### src/design/pgfb_pkg.sv
// Shared types and codes of the packed gray framebuffer drawing engine.
`default_nettype none
package pgfb_pkg;

  // Item kinds.
  localparam logic [2:0] KIND_CLEAR  = 3'd0;
  localparam logic [2:0] KIND_RECT   = 3'd1;
  localparam logic [2:0] KIND_BSTART = 3'd2;
  localparam logic [2:0] KIND_BBYTE  = 3'd3;
  localparam logic [2:0] KIND_READ   = 3'd4;

  // Row coordinates reach past the panel while a bitmap is scanned.
  localparam int ROW_W = 10;

  // Commands from the controller to the datapath.
  typedef struct packed {
    logic accept;
    logic dispatch;
    logic sweep;
    logic walk_rd;
    logic walk_wr;
    logic read_rd;
    logic result;
  } cmd_t;

  // Status from the datapath to the controller.
  typedef struct packed {
    logic is_clear;
    logic go_walk;
    logic go_read;
    logic sweep_last;
    logic walk_last;
    logic out_free;
  } stat_t;

endpackage
`default_nettype wire

### src/design/pgfb_ctrl.sv
// Controller state machine of the drawing engine.
`default_nettype none
module pgfb_ctrl
  import pgfb_pkg::*;
(
  input  wire logic  clk,
  input  wire logic  rst,
  input  wire logic  in_valid,
  output logic       in_stall,
  input  wire stat_t stat,
  output cmd_t       cmd
);

  typedef enum logic [2:0] {
    S_INIT,
    S_IDLE,
    S_DISPATCH,
    S_SWEEP,
    S_WALK_RD,
    S_WALK_WR,
    S_READ,
    S_RESULT
  } state_t;

  state_t state;

  // State register.
  always_ff @(posedge clk) begin
    if (rst) begin
      state <= S_INIT;
    end else begin
      unique case (state)
        S_INIT: if (stat.sweep_last) state <= S_IDLE;
        S_IDLE: if (in_valid) state <= S_DISPATCH;
        S_DISPATCH: begin
          if (stat.is_clear) state <= S_SWEEP;
          else if (stat.go_walk) state <= S_WALK_RD;
          else if (stat.go_read) state <= S_READ;
          else state <= S_RESULT;
        end
        S_SWEEP: if (stat.sweep_last) state <= S_RESULT;
        S_WALK_RD: state <= S_WALK_WR;
        S_WALK_WR: if (stat.walk_last) state <= S_RESULT;
                   else state <= S_WALK_RD;
        S_READ: state <= S_RESULT;
        S_RESULT: if (stat.out_free) state <= S_IDLE;
        default: state <= S_INIT;
      endcase
    end
  end

  // Command decode.
  always_comb begin
    cmd          = '0;
    cmd.accept   = (state == S_IDLE) && in_valid;
    cmd.dispatch = (state == S_DISPATCH);
    cmd.sweep    = (state == S_INIT) || (state == S_SWEEP);
    cmd.walk_rd  = (state == S_WALK_RD);
    cmd.walk_wr  = (state == S_WALK_WR);
    cmd.read_rd  = (state == S_READ);
    cmd.result   = (state == S_RESULT) && stat.out_free;
  end

  assign in_stall = (state != S_IDLE);

endmodule
`default_nettype wire

### config.mk
export PLATFORM = sky130hd
export DESIGN_NAME = pgfb_ctrl
export DESIGN_NICKNAME = d
export VERILOG_FILES = /design/src/design/pgfb_pkg.sv /design/src/design/pgfb_ctrl.sv
export SDC_FILE = /design/constraint.sdc
export NUM_CORES = 1
export LEC_CHECK = 0
export ABC_AREA = 0
export BUFFER_PORTS_ARGS = -buffer_cell sky130_fd_sc_hd__clkbuf_2
export CAP_MARGIN = 40
export CORE_AREA = 2 2 39 41
export CTS_CLUSTER_DIAMETER = 30
export DETAILED_ROUTE_END_ITERATION = 7
export DIE_AREA = 0 0 41 43
export HOLD_SLACK_MARGIN = 0.03
export SLEW_MARGIN = 20
export SYNTH_ARGS = -nofsm -noshare
export SYNTH_HDL_FRONTEND = slang
export SYNTH_SLANG_ARGS = --single-unit
### constraint.sdc
create_clock -name clk -period 2.2 [get_ports clk]
set_input_delay 0.44 -clock clk [delete_from_list [all_inputs] [get_ports clk]]
set_output_delay 0.44 -clock clk [all_outputs]
set_load 0.02 [all_outputs]
==> impl_results.md, run 1 <==
* Status: completed
* Synthesis-to-finish area growth at 28.03%
* Stages on worst setup path at 3
* Worst relative slew slack at 0.6818
* Vias in the first global route at 294
* RR Startpoint: state[2]
* Root buf cell: clkbuf_4
* Largest register FFs at 3
* Internal power at 0.0002326 W
* Fin Setup TNS at 0 ns
* Aggregate routed wire length at 803 um
* Worst-case reg-to-reg path depth at 3
* Worst EP arrival at 1.47 ns
* GRT Residual Overflow at 0
* Drt via density at 4.829
* Comb power frac at 0.468
* Core area at 1384 um^2
* Routability cong. at 0.7914
* Largest register by flop count: state
* Multi-input gate area at 232.7 um^2
* Fill cells at 155
* Commonest cells post-synth: 4 x nand2_1, 3 x buf_6, 3 x dfxtp_1, 3 x nor2_1
* Synth Instances at 37
* Clk network pwr share at 0.243
* Post-synth cell types at 24
* Leakage at 0.1836 nW
* TritonCTS Buffers at 3
* Syn nets at 46
* Sw Pwr at 0.0001913 W
* Pwr Density at 1002 nW/um^2
* Post-synth ARST share at 0
* R2R Path End: state[1]
* R2R Setup Slk at 0.84 ns
* Post-CTS Resized at 0
* Setup crit start kind: register
* Mapped Area at 330.3 um^2
* DRT antenna net count at 0
* First-pass GRT wire length at 1186 um
* H-Tree Depth at 1
* Post-CTS Setup Repair Bufs at 0
* Initial antenna violation count at 0
* Hold Buf Count CTS at 0
* Post-synth top area cell: dfxtp_1
* Max Transition Viols Final at 0
* CP Class: register to output pin
* Synth Flop Type: dfxtp_1
* Worst-path clk slew at 0.04 ns
* CP bufs+invs at 1
* Sw frac at 0.4513
* Max Cap Violations at 0
* Setup violators final at 0
* Slowest CP cell: dfxtp_1
* Final hold slack at 0.4055 ns
* Reg area at 60.06 um^2
* Row cnt at 14
* Top flop regs: state: 3 flops
* Die area at 1763 um^2
* Top Ports at 17
* IO Port Bufs at 16
* Post-DP HPWL at 602.7 um
* CTS max path bufs at 2
* Yosys reg bits at 3
* Initial DRC count at 4
* Starting Density at 0.2387
* RSZ-0062 raised after global routing: no
* Residual DRC at 0
* Final core utilization at 0.3056
* Hold_sp: rst
* Layout cells sized above 1 at 0.5185
* Flop pwr share at 0.290
* Period utilization at 0.8684
* Slew at the pin with the worst max-slew slack at 0.4767 ns
* Worst Path Required at 1.76 ns
* Number of synthesized flops with an enable pin at 0
* Most frequent cell after synthesis: nand2_1
* Fmax at 0.5234 GHz
* Worst Hold Class: primary input to register
* Synth area leaders: dfxtp_1 18%, buf_6 10%, nor4_4 6.4%
* Via count at 338
* Clk Latency, worst-skew pair at 0.24 ns
* TritonCTS clock tree: yes
* Mapped Avg Cell Area at 8.927 um^2
* Die Ht at 43 um
* DR WL/cell at 11.47 um
* Fin. Hold Viols at 0
* Clock skew at 0.003636 ns
* CP startpoint: state[0]
* Top delay family on crit path: flip-flops
* Post-synth top area share at 0.1818
* ANT cells at 0
* Clock sinks at 3
* Seq/Total Area, Yosys at 0.1818
* Yosys synthesis warning count at 0
* CP endpoint: cmd[4]
* Crit path max fanout at 12
* Die W at 41 um
* Max rail drop VDD at 0.0002980 V
* Pre-Repair DR Iteration Count at 3
* Fin crit period at 1.910 ns
* Pin count of the biggest net entering global routing at 13
* GRT Resource Usage Total at 0.1042
* Critical path, cell by cell: and2b_2, nor3_1, clkbuf_2
* Critical Path Max Stage Delay at 0.58 ns
* Fin nets at 64
* Power Total at 0.0004238 W
* Crit path capture type: output pin
metal layers:
| metal | vias to the layer above | track usage | routed length, um |
|---|---|---|---|
| li1 | 167 | - | - |
| met1 | 157 | 0.1150 | 342 |
| met2 | 10 | 0.1469 | 385 |
| met3 | 4 | 0.01571 | 42 |
| met4 | 0 | 0.1200 | 32 |
| met5 | - | 0 | 0 |
cells in the final DEF, fill, tap and decap left out, types with 2 or more instances in the layout:
cell type  instances
o21ai_0            2
nor2_1             3
clkbuf_4           3
clkbuf_2          16
nor3_1             2
and2b_2            2
and2_1             2
dfxtp_1            3
nand2_1            4
cells by family (layout without fill, tap and decap cells):
family / count (synthesis) / after routing / share of synthesized area
multiplexers: 1 / 1 / 0.03030
buffers and inverters: 4 / 21 / 0.1136
flip-flops: 3 / 3 / 0.1818
AND/OR/NAND/NOR: 20 / 20 / 0.4470
AO/OA/AOI/OAI: 9 / 9 / 0.2273
metrics by stage:
stage / area, um^2 / std cells / setup WS, ns
floorplan: 330.3 / 37 / 0.5319
global placement: 396.6 / 66 / 0.5669
detailed placement: 396.6 / 66 / 0.5204
CTS: 422.9 / 70 / 0.2592
global route: 422.9 / 70 / 0.1797
finish: 422.9 / 70 / 0.2895
power groups by stage:
stage                     Sequential (W)  Combinational [W]  Clock (W)
final                           0.000123           0.000198   0.000103
after detailed placement        0.000123           0.000200          0
after CTS                       0.000123           0.000201   0.000103
after global placement          0.000121           0.000198          0
after floorplan                0.0000796           0.000211          0
after global routing            0.000128           0.000214   0.000106
area by class of cell:
class                   instances  share of cell area
inverters                       1            0.008876
multi-input cells              30              0.5503
clock buffers                   4             0.06213
well taps                      16             0.04734
repair buffers                 16              0.1893
flip-flops and latches          3              0.1420
how the worst min path moves through the flow:
stage,end,cells after the start
2_1_floorplan,state[2],1
3_3_place_gp,state[0],2
3_5_place_dp,state[0],2
4_1_cts,state[0],2
5_1_grt,state[0],2
6_report,state[0],2
Note: power is estimated with default switching activity, not from simulation.
==> run 2: changes to the inputs <==
BUFFER_PORTS_ARGS = default   (was -buffer_cell sky130_fd_sc_hd__clkbuf_2)
DONT_BUFFER_PORTS = 1   (was default)
==> impl_results.md, run 2 (same netlist as run 1, synthesis figures left out) <==
* Status: completed
* Slew at the pin with the worst max-slew slack at 0.4662 ns
* Period utilization at 0.8638
* RR Startpoint: state[1]
* Pwr Density at 1140 nW/um^2
* Worst Path Required at 1.76 ns
* Starting Density at 0.2387
* Commonest non-fill, non-tap cell in the layout: nand2_1
* Critical path, cell by cell: and2b_2, nor3_1, buf_4
* Top Ports at 17
* TritonCTS clock tree: yes
* Placed insts at 52
* CP Class: register to output pin
* Root buf cell: clkbuf_4
* Row cnt at 14
* Post-placement setup slack at 0.5593 ns
* Final hold slack at 0.2633 ns
* Hold worst-path end: state[2]
* Clock sinks at 3
* Worst-path clk slew at 0.04 ns
* Worst relative slew slack at 0.6880
* GRT Resource Usage Total at 0.1072
* Pre-Repair DR Iteration Count at 2
* R2R Setup Slk at 0.67 ns
* Top delay family on crit path: flip-flops
* GR peak layer: met2
* Reg area at 60.06 um^2
* Max Cap Violations at 0
* CTS max path bufs at 2
* Sw Pwr at 0.0001835 W
* Worst-case reg-to-reg path depth at 3
* Comb power frac at 0.444
* Drt via density at 5.179
* Fill cells at 152
* Slowest CP cell: dfxtp_1
* Hold_sp: rst
* H-Tree Depth at 1
* Flop pwr share at 0.299
* Fin. Hold Viols at 0
* Max rail drop VDD at 0.0002874 V
* Die W at 41 um
* Clk Latency, worst-skew pair at 0.24 ns
* Layout cells sized above 1 at 0.3500
* Power Total at 0.0004080 W
* Fmax at 0.5262 GHz
* Clock skew at 0.003031 ns
* Pin count of the biggest net entering global routing at 13
* Via count at 290
* Synthesis-to-finish area growth at 8.333%
* RSZ-0062 raised after global routing: no
* Hold Path Depth at 1
* Post-CTS Resized at 0
* Post-DP HPWL at 595.4 um
* Max Transition Viols Final at 0
* Residual DRC at 0
* First-pass GRT wire length at 1235 um
* Setup violators final at 0
* Worst setup margin at 0.2997 ns
* Fin crit period at 1.900 ns
* Fin nets at 50
* Clk network pwr share at 0.257
* Post-CTS Setup Repair Bufs at 0
* Stages on worst setup path at 3
* CP bufs+invs at 1
* Top flop regs: state: 3 flops
* GRT Residual Overflow at 0
* DR WL/cell at 13.82 um
* ANT cells at 0
* Critical Path Max Stage Delay at 0.60 ns
* Largest register FFs at 3
* Setup crit start kind: register
* Fin Setup TNS at 0 ns
* R2R Path End: state[0]
* Met2 usage at 0.1531
* GR Util met1 at 0.1246
* Leakage at 0.1250 nW
* IO Port Bufs at 0
* DRT antenna net count at 0
* Routability cong. at 0.7568
* Die Ht at 43 um
* Crit path max fanout at 12
* Hold Buf Count CTS at 0
* Die area at 1763 um^2
* Fin cells at 56
* Core area at 1384 um^2
* Aggregate routed wire length at 774 um
* Met3 usage at 0.03665
* Initial DRC count at 1
* TritonCTS Buffers at 3
* Largest register by flop count: state
* Internal power at 0.0002245 W
* Worst Hold Class: primary input to register
* Sw frac at 0.4497
* Vias in the first global route at 283
* Crit path capture type: output pin
* CP startpoint: state[0]
* Multi-input gate area at 232.7 um^2
* Worst EP arrival at 1.46 ns
* Most frequent cells in the layout: 4 x nand2_1, 3 x nor2_1, 3 x clkbuf_4, 3 x dfxtp_1
* Initial antenna violation count at 0
[run 2: stage by stage]
| stage | utilization | instance area (um^2) |
|---|---|---|
| finish | 0.2586 | 357.8 |
| global route | 0.2586 | 357.8 |
| CTS | 0.2586 | 357.8 |
| detailed placement | 0.2396 | 331.6 |
| global placement | 0.2396 | 331.6 |
| floorplan | - | 330.3 |
[run 2: how the worst max path moves through the flow]
stage             end  slack [ns]
5_1_grt        cmd[4]        0.23
6_report       cmd[4]        0.30
3_5_place_dp   cmd[4]        0.56
2_1_floorplan  cmd[4]        0.53
3_3_place_gp   cmd[4]        0.53
4_1_cts        cmd[4]        0.28
[run 2: power by group through the flow]
stage | registers [W] | clock network, W | logic, W
2_1_floorplan | 0.0000796 | 0 | 0.000211
3_3_place_gp | 0.000122 | 0 | 0.000182
3_5_place_dp | 0.000122 | 0 | 0.000183
4_1_cts | 0.000121 | 0.000107 | 0.000184
5_1_grt | 0.000128 | 0.000110 | 0.000197
6_report | 0.000122 | 0.000105 | 0.000181
[run 2: routing by layer]
metal	vias to the layer above	share of wire
met3	2	0.072
li1	138	-
met1	139	0.39
met5	-	0
met2	11	0.51
met4	0	0.021
[run 2: final cells by class]
| class | instances | area share |
|---|---|---|
| timing repair buffer | 2 | 0.04196 |
| inverter | 1 | 0.01049 |
| sequential | 3 | 0.1678 |
| tap | 16 | 0.05594 |
| clock buffer | 4 | 0.07343 |
| multi-input combinational | 30 | 0.6503 |
